$ cat src/design/indirect_block_map_walker_unit_macros.svh
// Assertion macros for the indirect block map walker.
// Each macro expects clk_i and rst_ni in the scope where it is used.
`ifndef INDIRECT_BLOCK_MAP_WALKER_UNIT_MACROS_SVH
`define INDIRECT_BLOCK_MAP_WALKER_UNIT_MACROS_SVH

// Same-cycle implication, disabled during reset.
`define IBMW_ASSERT_IMPL(lbl, ante, cons, msg) \
  lbl: assert property (@(posedge clk_i) disable iff (!rst_ni) (ante) |-> (cons)) \
    else $error(msg);

// Next-cycle implication, disabled during reset.
`define IBMW_ASSERT_NEXT(lbl, ante, cons, msg) \
  lbl: assert property (@(posedge clk_i) disable iff (!rst_ni) (ante) |=> (cons)) \
    else $error(msg);

`endif

$ cat src/design/ibmw_pkg.sv
// Shared constants, codes, request structs and helpers of the block map walker.
// No dependencies; the header map, the sequencer and the top level refer to it by scoped names.
`default_nettype none

package ibmw_pkg;

  localparam int unsigned MAP_ENTRIES     = 64;
  localparam int unsigned WORDS_PER_BLOCK = 128;
  localparam int unsigned CACHED_LEVELS   = 3;
  localparam int unsigned LEVEL_BITS      = 7;
  localparam logic [31:0] INDEX_MASK      = 32'd127;
  localparam int unsigned MAX_WALK_LEVEL  = 4;

  localparam int unsigned HDR_AW      = $clog2(MAP_ENTRIES);
  localparam int unsigned CACHE_DEPTH = CACHED_LEVELS * WORDS_PER_BLOCK;
  localparam int unsigned CACHE_AW    = $clog2(CACHE_DEPTH);
  localparam int unsigned WORD_AW     = $clog2(WORDS_PER_BLOCK);
  localparam int unsigned SLOT_W      = (CACHED_LEVELS > 1) ? $clog2(CACHED_LEVELS) : 1;
  localparam int unsigned LVL_W       = $clog2(MAX_WALK_LEVEL + 1);
  localparam int unsigned CFG_IW      = 8;

  // Configuration register indexes
  localparam logic [CFG_IW-1:0] CFG_DIRECT_COUNT    = 8'd0;
  localparam logic [CFG_IW-1:0] CFG_INDIRECT_LEVELS = 8'd1;

  typedef enum logic [1:0] {
    CMD_LOAD  = 2'd0,
    CMD_XLATE = 2'd1,
    CMD_FILL  = 2'd2,
    CMD_FAIL  = 2'd3
  } cmd_e;

  typedef enum logic [2:0] {
    KIND_DONE  = 3'd0,
    KIND_READ  = 3'd1,
    KIND_RANGE = 3'd2,
    KIND_FAIL  = 3'd3,
    KIND_BUSY  = 3'd4
  } kind_e;

  typedef struct packed {
    logic              we;
    logic [HDR_AW-1:0] waddr;
    logic [31:0]       wdata;
    logic              re;
    logic [HDR_AW-1:0] raddr;
  } hdr_req_t;

  typedef struct packed {
    logic                we;
    logic [CACHE_AW-1:0] waddr;
    logic [31:0]         wdata;
    logic                re;
    logic [CACHE_AW-1:0] raddr;
  } cache_req_t;

  // Map indirect level 1..3 to its cache slot, (lvl - 1) mod CACHED_LEVELS
  function automatic logic [SLOT_W-1:0] slot_of(input logic [1:0] lvl);
    logic [1:0] v;
    v = lvl - 2'd1;
    for (int i = 0; i < 2; i++) begin
      if (32'(v) >= CACHED_LEVELS) begin
        v = v - 2'(CACHED_LEVELS);
      end
    end
    return SLOT_W'(v);
  endfunction

  // Word address of one entry in the level cache memory
  function automatic logic [CACHE_AW-1:0] cache_addr(input logic [SLOT_W-1:0] slot,
                                                     input logic [WORD_AW-1:0] word);
    return CACHE_AW'(slot) * CACHE_AW'(WORDS_PER_BLOCK) + CACHE_AW'(word);
  endfunction

endpackage

`default_nettype wire

$ cat src/design/ibmw_ctrl.sv
// Walk sequencer: decodes commands, walks cached levels, owns tags and output register.
// Depends on ibmw_pkg and the assertion macro header.
`default_nettype none
`include "indirect_block_map_walker_unit_macros.svh"

module ibmw_ctrl (
  input  wire logic                 clk_i,
  input  wire logic                 rst_ni,
  input  wire logic                 cfg_valid_i,
  output logic                      cfg_ready_o,
  input  wire logic [ibmw_pkg::CFG_IW-1:0] cfg_index_i,
  input  wire logic [31:0]          cfg_data_i,
  input  wire logic                 in_valid_i,
  output logic                      in_ready_o,
  input  wire logic [1:0]           command_i,
  input  wire logic [5:0]           map_index_i,
  input  wire logic [31:0]          value_i,
  input  wire logic [31:0]          logical_block_i,
  output logic                      out_valid_o,
  input  wire logic                 out_ready_i,
  output logic [2:0]                kind_o,
  output logic [31:0]               block_o,
  output logic [1:0]                cache_level_o,
  output ibmw_pkg::hdr_req_t        hdr_req_o,
  input  wire logic [31:0]          hdr_rdata_i,
  output ibmw_pkg::cache_req_t      cache_req_o,
  input  wire logic [31:0]          cache_rdata_i
);

  typedef enum logic [2:0] {
    ST_IDLE,
    ST_HDR,
    ST_STEP,
    ST_RD,
    ST_EMIT
  } state_e;

  localparam int unsigned CL = ibmw_pkg::CACHED_LEVELS;

  state_e state_q, state_d;

  logic [6:0]  dc_q, dc_d;
  logic [1:0]  lv_q, lv_d;

  logic [31:0] tag_q [CL];
  logic [31:0] tag_d [CL];
  logic [CL-1:0] cvld_q, cvld_d;

  logic                        pending_q, pending_d;
  logic [ibmw_pkg::WORD_AW-1:0] fill_cnt_q, fill_cnt_d;
  logic [1:0]                  walk_level_q, walk_level_d;
  logic [31:0]                 walk_logical_q, walk_logical_d;
  logic [31:0]                 walk_ptr_q, walk_ptr_d;

  logic [31:0]                 logical_q, logical_d;
  logic                        direct_q, direct_d;
  logic [31:0]                 bn_q, bn_d;
  logic [ibmw_pkg::LVL_W-1:0]  lvl_q, lvl_d;

  ibmw_pkg::kind_e             res_kind_q, res_kind_d;
  logic [31:0]                 res_block_q, res_block_d;
  logic [1:0]                  res_level_q, res_level_d;

  logic                        out_valid_q, out_valid_d;
  ibmw_pkg::kind_e             out_kind_q, out_kind_d;
  logic [31:0]                 out_block_q, out_block_d;
  logic [1:0]                  out_level_q, out_level_d;

  // Translate decode on the incoming item
  logic [4:0]  hdr_shift;
  logic [31:0] hdr_shifted;
  logic [32:0] hdr_idx;
  logic        is_direct;
  logic        direct_oob;
  logic        indirect_oob;
  logic        load_ok;

  // Walk step decode
  logic [ibmw_pkg::SLOT_W-1:0]  step_slot;
  logic [ibmw_pkg::SLOT_W-1:0]  walk_slot;
  logic [1:0]                   step_diff;
  logic [4:0]                   step_shift;
  logic [ibmw_pkg::WORD_AW-1:0] step_word;
  logic                         step_hit;
  logic                         step_end;

  assign hdr_shift    = 5'(lv_q) * 5'(ibmw_pkg::LEVEL_BITS);
  assign hdr_shifted  = logical_block_i >> hdr_shift;
  assign hdr_idx      = 33'(dc_q) + 33'(hdr_shifted);
  assign is_direct    = logical_block_i < 32'(dc_q);
  assign direct_oob   = logical_block_i >= 32'(ibmw_pkg::MAP_ENTRIES);
  assign indirect_oob = hdr_idx >= 33'(ibmw_pkg::MAP_ENTRIES);
  assign load_ok      = 32'(map_index_i) < 32'(ibmw_pkg::MAP_ENTRIES);

  assign step_end   = (bn_q == 32'd0) || (lvl_q > ibmw_pkg::LVL_W'(lv_q));
  assign step_slot  = ibmw_pkg::slot_of(lvl_q[1:0]);
  assign walk_slot  = ibmw_pkg::slot_of(walk_level_q);
  assign step_diff  = lv_q - lvl_q[1:0];
  assign step_shift = 5'(step_diff) * 5'(ibmw_pkg::LEVEL_BITS);
  assign step_word  = ibmw_pkg::WORD_AW'((logical_q >> step_shift) & ibmw_pkg::INDEX_MASK);
  assign step_hit   = cvld_q[step_slot] && (tag_q[step_slot] == bn_q);

  assign cfg_ready_o   = 1'b1;
  assign in_ready_o    = (state_q == ST_IDLE);
  assign out_valid_o   = out_valid_q;
  assign kind_o        = out_kind_q;
  assign block_o       = out_block_q;
  assign cache_level_o = out_level_q;

  // Next-state logic
  always_comb begin
    state_d        = state_q;
    dc_d           = dc_q;
    lv_d           = lv_q;
    tag_d          = tag_q;
    cvld_d         = cvld_q;
    pending_d      = pending_q;
    fill_cnt_d     = fill_cnt_q;
    walk_level_d   = walk_level_q;
    walk_logical_d = walk_logical_q;
    walk_ptr_d     = walk_ptr_q;
    logical_d      = logical_q;
    direct_d       = direct_q;
    bn_d           = bn_q;
    lvl_d          = lvl_q;
    res_kind_d     = res_kind_q;
    res_block_d    = res_block_q;
    res_level_d    = res_level_q;
    out_valid_d    = out_valid_q;
    out_kind_d     = out_kind_q;
    out_block_d    = out_block_q;
    out_level_d    = out_level_q;
    hdr_req_o      = '0;
    cache_req_o    = '0;

    // Take configuration writes; unknown indexes are dropped
    if (cfg_valid_i) begin
      case (cfg_index_i)
        ibmw_pkg::CFG_DIRECT_COUNT:    dc_d = cfg_data_i[6:0];
        ibmw_pkg::CFG_INDIRECT_LEVELS: lv_d = cfg_data_i[1:0];
        default: ;
      endcase
    end

    // Drain the output register
    if (out_valid_q && out_ready_i) begin
      out_valid_d = 1'b0;
    end

    case (state_q)
      ST_IDLE: begin
        if (in_valid_i) begin
          case (ibmw_pkg::cmd_e'(command_i))
            ibmw_pkg::CMD_LOAD: begin
              if (load_ok) begin
                hdr_req_o.we    = 1'b1;
                hdr_req_o.waddr = ibmw_pkg::HDR_AW'(map_index_i);
                hdr_req_o.wdata = value_i;
              end
            end
            ibmw_pkg::CMD_XLATE: begin
              if (pending_q) begin
                res_kind_d  = ibmw_pkg::KIND_BUSY;
                res_block_d = 32'd0;
                res_level_d = 2'd0;
                state_d     = ST_EMIT;
              end else if (is_direct ? direct_oob : indirect_oob) begin
                res_kind_d  = ibmw_pkg::KIND_RANGE;
                res_block_d = 32'd0;
                res_level_d = 2'd0;
                state_d     = ST_EMIT;
              end else begin
                logical_d       = logical_block_i;
                direct_d        = is_direct;
                hdr_req_o.re    = 1'b1;
                hdr_req_o.raddr = is_direct ? ibmw_pkg::HDR_AW'(logical_block_i)
                                            : ibmw_pkg::HDR_AW'(hdr_idx);
                state_d         = ST_HDR;
              end
            end
            ibmw_pkg::CMD_FILL: begin
              if (pending_q) begin
                cache_req_o.we    = 1'b1;
                cache_req_o.waddr = ibmw_pkg::cache_addr(walk_slot, fill_cnt_q);
                cache_req_o.wdata = value_i;
                if (fill_cnt_q == ibmw_pkg::WORD_AW'(ibmw_pkg::WORDS_PER_BLOCK - 1)) begin
                  // Last word: mark the block cached and resume the walk
                  fill_cnt_d        = '0;
                  tag_d[walk_slot]  = walk_ptr_q;
                  cvld_d[walk_slot] = 1'b1;
                  pending_d         = 1'b0;
                  logical_d         = walk_logical_q;
                  bn_d              = walk_ptr_q;
                  lvl_d             = ibmw_pkg::LVL_W'(walk_level_q);
                  state_d           = ST_STEP;
                end else begin
                  fill_cnt_d = fill_cnt_q + 1'b1;
                end
              end
            end
            ibmw_pkg::CMD_FAIL: begin
              if (pending_q) begin
                pending_d         = 1'b0;
                fill_cnt_d        = '0;
                cvld_d[walk_slot] = 1'b0;
                res_kind_d        = ibmw_pkg::KIND_FAIL;
                res_block_d       = walk_ptr_q;
                res_level_d       = walk_level_q;
                state_d           = ST_EMIT;
              end
            end
            default: ;
          endcase
        end
      end

      ST_HDR: begin
        if (direct_q) begin
          res_kind_d  = ibmw_pkg::KIND_DONE;
          res_block_d = hdr_rdata_i;
          res_level_d = 2'd0;
          state_d     = ST_EMIT;
        end else begin
          bn_d    = hdr_rdata_i;
          lvl_d   = ibmw_pkg::LVL_W'(1);
          state_d = ST_STEP;
        end
      end

      ST_STEP: begin
        if (step_end) begin
          // Hole or bottom reached
          res_kind_d  = ibmw_pkg::KIND_DONE;
          res_block_d = bn_q;
          res_level_d = 2'd0;
          state_d     = ST_EMIT;
        end else if (step_hit) begin
          cache_req_o.re    = 1'b1;
          cache_req_o.raddr = ibmw_pkg::cache_addr(step_slot, step_word);
          state_d           = ST_RD;
        end else begin
          // Miss: save the walk and request the pointer block
          cvld_d[step_slot] = 1'b0;
          pending_d         = 1'b1;
          fill_cnt_d        = '0;
          walk_level_d      = lvl_q[1:0];
          walk_logical_d    = logical_q;
          walk_ptr_d        = bn_q;
          res_kind_d        = ibmw_pkg::KIND_READ;
          res_block_d       = bn_q;
          res_level_d       = lvl_q[1:0];
          state_d           = ST_EMIT;
        end
      end

      ST_RD: begin
        bn_d    = cache_rdata_i;
        lvl_d   = lvl_q + 1'b1;
        state_d = ST_STEP;
      end

      ST_EMIT: begin
        // Hold until the output register is free
        if (!out_valid_q || out_ready_i) begin
          out_valid_d = 1'b1;
          out_kind_d  = res_kind_q;
          out_block_d = res_block_q;
          out_level_d = res_level_q;
          state_d     = ST_IDLE;
        end
      end

      default: state_d = ST_IDLE;
    endcase
  end

  // State and registered outputs
  always_ff @(posedge clk_i or negedge rst_ni) begin
    if (!rst_ni) begin
      state_q        <= ST_IDLE;
      dc_q           <= 7'd0;
      lv_q           <= 2'd1;
      tag_q          <= '{default: 32'd0};
      cvld_q         <= '0;
      pending_q      <= 1'b0;
      fill_cnt_q     <= '0;
      walk_level_q   <= 2'd0;
      walk_logical_q <= 32'd0;
      walk_ptr_q     <= 32'd0;
      logical_q      <= 32'd0;
      direct_q       <= 1'b0;
      bn_q           <= 32'd0;
      lvl_q          <= '0;
      res_kind_q     <= ibmw_pkg::KIND_DONE;
      res_block_q    <= 32'd0;
      res_level_q    <= 2'd0;
      out_valid_q    <= 1'b0;
      out_kind_q     <= ibmw_pkg::KIND_DONE;
      out_block_q    <= 32'd0;
      out_level_q    <= 2'd0;
    end else begin
      state_q        <= state_d;
      dc_q           <= dc_d;
      lv_q           <= lv_d;
      tag_q          <= tag_d;
      cvld_q         <= cvld_d;
      pending_q      <= pending_d;
      fill_cnt_q     <= fill_cnt_d;
      walk_level_q   <= walk_level_d;
      walk_logical_q <= walk_logical_d;
      walk_ptr_q     <= walk_ptr_d;
      logical_q      <= logical_d;
      direct_q       <= direct_d;
      bn_q           <= bn_d;
      lvl_q          <= lvl_d;
      res_kind_q     <= res_kind_d;
      res_block_q    <= res_block_d;
      res_level_q    <= res_level_d;
      out_valid_q    <= out_valid_d;
      out_kind_q     <= out_kind_d;
      out_block_q    <= out_block_d;
      out_level_q    <= out_level_d;
    end
  end

  // A pending read always refers to a real pointer block
  `IBMW_ASSERT_IMPL(a_pending_ptr, pending_q, walk_ptr_q != 32'd0, "pending read of block zero")
  `IBMW_ASSERT_IMPL(a_pending_level, pending_q, walk_level_q != 2'd0, "pending read at level zero")
  // Cache reads only for a live pointer within the configured depth
  `IBMW_ASSERT_IMPL(a_rd_in_walk, state_q == ST_RD,
                    (bn_q != 32'd0) && (lvl_q <= ibmw_pkg::LVL_W'(lv_q)),
                    "cache read outside the walk")
  // A new pending read is reported as a read request
  `IBMW_ASSERT_IMPL(a_miss_report, $rose(pending_q),
                    (state_q == ST_EMIT) && (res_kind_q == ibmw_pkg::KIND_READ),
                    "miss without read request")
  // Translate during a pending read answers busy
  `IBMW_ASSERT_NEXT(a_busy_answer,
                    in_valid_i && in_ready_o && pending_q &&
                    (command_i == ibmw_pkg::CMD_XLATE),
                    (state_q == ST_EMIT) && (res_kind_q == ibmw_pkg::KIND_BUSY),
                    "translate while pending not answered busy")

endmodule

`default_nettype wire

$ cat config.mk
export PLATFORM = sky130hd
export DESIGN_NAME = ibmw_ctrl
export DESIGN_NICKNAME = d
export VERILOG_FILES = /design/src/design/ibmw_pkg.sv /design/src/design/ibmw_ctrl.sv
export VERILOG_INCLUDE_DIRS = /design/src /design/src/design
export SDC_FILE = /design/constraint.sdc
export NUM_CORES = 1
export LEC_CHECK = 0
export BUFFER_PORTS_ARGS = -buffer_cell sky130_fd_sc_hd__buf_2
export CORE_ASPECT_RATIO = 1.2
export CORE_MARGIN = 5
export CORE_UTILIZATION = 50
export CTS_CLUSTER_DIAMETER = 100
export DETAILED_ROUTE_END_ITERATION = 8
export PLACE_DENSITY = 0.83
export SLEW_MARGIN = 10
export SYNTH_ARGS = -nofsm -noshare
export SYNTH_HDL_FRONTEND = slang
export SYNTH_SLANG_ARGS = --single-unit
$ cat constraint.sdc
create_clock -name clk_i -period 7.95 [get_ports clk_i]
set_input_delay 0.3975 -clock clk_i [delete_from_list [all_inputs] [get_ports clk_i]]
set_output_delay 0.3975 -clock clk_i [all_outputs]
set_load 0.005 [all_outputs]
==> out/qor_table.md <==
| Quantity | Value |
|---|---|
| Horizontal extent of the die | 188 µm |
| Post-synth cell types | 90 |
| Clock period minus final worst setup slack | 7.52 ns |
| Total grt overflow | 0 |
| Logic gate share of total power | 30.9% |
| First-pass detailed-route iteration total | 9 |
| Hold Path Depth | 3 |
| Critical-path maximum fanout | 24 |
| Synth top area share | 41.8% |
| Level count of the clock H-tree | 2 |
| Vert. Die Dim | 224 µm |
| Post-synth EDFFs | 0 |
| Most used cells in the layout excluding fill and tap cells | 318 x sky130_fd_sc_hd__dfrtp_1, 291 x sky130_fd_sc_hd__buf_2, 214 x sky130_fd_sc_hd__mux2_2 |
| Remaining DRCs | 4 |
| Average via count per standard cell | 6.18 |
| Site row count | 78 |
| Count of antenna-violating nets left after detailed routing | 0 |
| Final setup violating endpoints | 0 |
| Worst hold-check slack | 0.0730 ns |
| Most frequent standard cell in the layout excluding fill and tap cells | sky130_fd_sc_hd__dfrtp_1 |
| Commonest register cell after synthesis | sky130_fd_sc_hd__dfrtp_1 |
| Seq/Total Area, Yosys | 41.9% |
| Mean routed wirelength per cell | 22.8 µm |
| Setup TNS after final layout | 0 ns |
| Launch instance of the worst min-delay path | cfg_data_i[2] |
| Endpoint type of the worst setup path | output port |
| Cell internal power dissipation | 3.78 mW |
| Setup slack of the most critical reg-to-reg path | 0.99 ns |
| Fmax | 133 MHz |
| Overall fraction of global-route tracks in use | 26.5% |
| Final count of pins violating max slew | 0 |
| Switching power | 2.06 mW |
| Switching fraction of total power | 35.3% |
| Kind of launch point of the worst setup path | flop |
| Dominant cells by area after synthesis | sky130_fd_sc_hd__dfrtp_1 42%, sky130_fd_sc_hd__mux2_2 13%, sky130_fd_sc_hd__mux2i_1 7.4%, sky130_fd_sc_hd__mux4_2 3.4%, sky130_fd_sc_hd__o21ai_0 3.0% |
| Initial antenna violation count | 2 |
| Wire length reported by the detailed router | 58,100 µm |
| Req. time, crit path | 7.55 ns |
| Post-Synthesis Mean Instance Area | 10.6 µm² |
| Unrepaired setup endpoints after global routing | no |
| Max Root-Sink Buffers | 3 |
| Share of async-settable or async-resettable flops after synthesis | 100% |
| Max Clock Skew | 0.0256 ns |
| Clock sink count | 320 |
| Cell at the root of the clock tree | sky130_fd_sc_hd__clkbuf_16 |
| Detailed placement HPWL | 40,900 µm |
| Cell type with the largest total area after synthesis | sky130_fd_sc_hd__dfrtp_1 |
| Reg2reg path depth | 27 |
| Synth Net Count | 2,011 |
| Final period utilization | 94.6% |
| Least-Margin Pin Slew | 1.24 ns |
| Outcome | finished, violations left |
| Number of nets in the final layout | 2,256 |
| Leakage | 10.3 nW |
| Max capacitance violation total | 0 |
| Category of the critical setup timing path | flop to output port |
| Sequential group share of total power | 41.4% |
| Total I/O pin count | 319 |
| Via count of the first global-routing pass | 16,041 |
| Final estimated routing congestion in global placement | 0.943 |
| Endpoint of the worst hold path | dc_q[2] |
| Vias after detailed routing | 15,759 |
| Violations in the final reports | design-rule violations |
| Fill count | 3,001 |
| Initial DRC count | 1,692 |
| Number of buffers added on ports | 292 |
| Hold Violations, Final | 0 |
| Launching point of the worst reg2reg path | lv_q[1] |
| Cell area power density | 264 nW/µm² |
| Wire length of the first global-routing pass | 89,500 µm |
| FF-to-FF End | logical_q[1] |
| Netlist area before placement | 19,100 µm² |
| Flip-flop and latch count after synthesis | 320 |
| Total design power | 5.84 mW |
| Arrival time reported for the critical path endpoint | 7.12 ns |
| Register clock-pin slew on the reported worst setup and hold paths | 0.06 ns |
| Number of buffers created by CTS | 35 |
| Clock latency reported for the late side of the worst-skew pair | 0.55 ns |
| Largest net degree at the start of global routing | 113 |
| Synthesized netlist cell count | 1,800 |
| CTS tree | yes |
| Area growth from synthesis to layout | 15.7% |
| Fraction of final layout cells with drive strength greater than 1 | 33.5% |
| Remaining max-slew budget at the tightest pin | 17.3% |
| Core region area | 37,800 µm² |
| Class of the worst hold path | input port to flop |
| Synth warnings | 0 |
| VDD IR max | 181 µV |
| Clock group share of total power | 27.7% |
| Effective utilization at floorplan | 50.6% |
| Die Area | 42,300 µm² |
## how the worst max path moves through the flow
stage          slack (ns)  startpoint  cells past startpoint            to
6_report             0.43     lv_q[1]                     27  hdr_req_o[1]
5_1_grt              0.13     lv_q[1]                     23  hdr_req_o[1]
4_1_cts              0.14     lv_q[1]                     25  hdr_req_o[1]
3_5_place_dp         0.80     lv_q[1]                     23  hdr_req_o[1]
3_3_place_gp         0.87     lv_q[1]                     23  logical_q[7]
2_1_floorplan        0.97     lv_q[0]                     26  hdr_req_o[1]
## worst max-delay path: stages, from the launching register on
cell	delay [ns]
sky130_fd_sc_hd__dfrtp_1	0.45
sky130_fd_sc_hd__inv_1	0.16
sky130_fd_sc_hd__ha_4	0.46
sky130_fd_sc_hd__buf_4	0.37
sky130_fd_sc_hd__mux2i_1	0.15
sky130_fd_sc_hd__nor2_1	0.11
sky130_fd_sc_hd__a21oi_1	0.07
sky130_fd_sc_hd__mux2_2	0.30
sky130_fd_sc_hd__nor2_1	0.09
sky130_fd_sc_hd__a21oi_1	0.05
sky130_fd_sc_hd__mux2i_1	0.20
sky130_fd_sc_hd__ha_1	0.21
sky130_fd_sc_hd__inv_1	0.06
sky130_fd_sc_hd__fa_1	0.40
sky130_fd_sc_hd__nor2b_1	0.12
sky130_fd_sc_hd__o21ai_0	0.12
sky130_fd_sc_hd__a21boi_0	0.24
sky130_fd_sc_hd__buf_4	0.18
sky130_fd_sc_hd__o311ai_0	0.24
sky130_fd_sc_hd__a2111o_1	0.60
sky130_fd_sc_hd__or4_1	0.53
sky130_fd_sc_hd__o211ai_1	0.10
sky130_fd_sc_hd__o2111ai_1	0.20
sky130_fd_sc_hd__nor4_4	0.38
sky130_fd_sc_hd__o211ai_1	0.12
sky130_fd_sc_hd__buf_4	0.25
sky130_fd_sc_hd__a211oi_1	0.25
sky130_fd_sc_hd__buf_2	0.16
## metrics by stage
stage	area, µm²	setup WS [ns]	util, %	cells
3_3_place_gp	21000	0.872	55.5	2487
5_1_grt	22100	0.126	58.5	2550
2_1_floorplan	19100	0.969	-	1800
6_report	22100	0.431	58.5	2550
3_5_place_dp	21000	0.799	55.5	2487
4_1_cts	22100	0.138	58.5	2549
## cells in the mapped netlist, drive strengths merged (3+ instances only)
cell type / number
a22oi: 3
a31oi: 6
o21bai: 3
a21o: 10
o22ai: 4
mux4: 30
xnor2: 39
nand2: 146
inv: 68
o21a: 3
nand2b: 11
a21boi: 3
dfrtp: 319
clkbuf: 92
or2: 10
nor4: 25
mux2i: 144
and3: 5
a221oi: 5
o211ai: 8
nor4b: 5
or4: 4
a211oi: 7
a222oi: 33
buf: 30
o21ai: 118
nand3: 23
a31o: 4
nor2b: 17
nand4: 16
nor3: 20
nor3b: 3
mux2: 237
o2bb2ai: 35
nor2: 94
and2: 83
ha: 29
a21oi: 65
## final cells by class
class / instances / area (µm²) / share of cell area (%)
Timing Repair Buffer: 330 / 1780 / 8.07
Tap cell: 480 / 601 / 2.72
Inverter: 68 / 255 / 1.15
Clock inverter: 11 / 130 / 0.588
Antenna cell: 1 / 2.50 / 0.0113
Multi-Input combinational cell: 1290 / 10300 / 46.7
Sequential cell: 320 / 8010 / 36.2
Clock buffer: 50 / 1000 / 4.53
## logic make-up after synthesis
| group | Yosys count | share of synthesized area [%] |
|---|---|---|
| AO/OA/AOI/OAI | 335 | 11.8 |
| XOR/XNOR | 40 | 1.83 |
| adder cells (fa/ha/maj) | 30 | 2.00 |
| buffers and inverters | 190 | 4.46 |
| flip-flops | 320 | 41.9 |
| multiplexers | 411 | 25.5 |
| other | 1 | 0.0196 |
| AND/OR/NAND/NOR | 473 | 12.5 |
## flip-flops by register name, indices dropped and copies added (netlist names), named ones only
name            count
tag_q              96
block_o            32
bn_q               32
res_block_q        32
walk_ptr_q         32
logical_q          28
walk_logical_q     28
dc_q                7
fill_cnt_q          7
kind_o              3
lvl_q               3
res_kind_q          3
state_q             3
cache_level_o       2
lv_q                2
res_level_q         2
walk_level_q        2
direct_q            1
out_valid_o         1
pending_q           1
## metal layers
layer	vias up	part of all wire (%)	track usage [%]
li1	7006	-	-
met1	7823	37	32.2
met2	750	51	45.8
met3	178	7.2	4.08
met4	2	5.5	13.8
met5	-	0.022	0
## timing repair
action | in CTS | in global routing
setup endpoints to repair | 0 | 1
endpoints found under the hold margin | 109 | 0
hold buffers | 1 | 0
resized for setup | 0 | 2
buffers inserted | 0 | 0
## power by group through the flow
stage | combinational (mW) | sequential, mW | clock, mW
floorplan | 1.27 | 2.29 | 0
global placement | 1.72 | 2.39 | 0
detailed placement | 1.77 | 2.42 | 0
CTS | 1.80 | 2.41 | 1.64
global route | 1.96 | 2.46 | 1.70
finish | 1.80 | 2.42 | 1.61
Note: power is estimated with default switching activity, not from simulation.
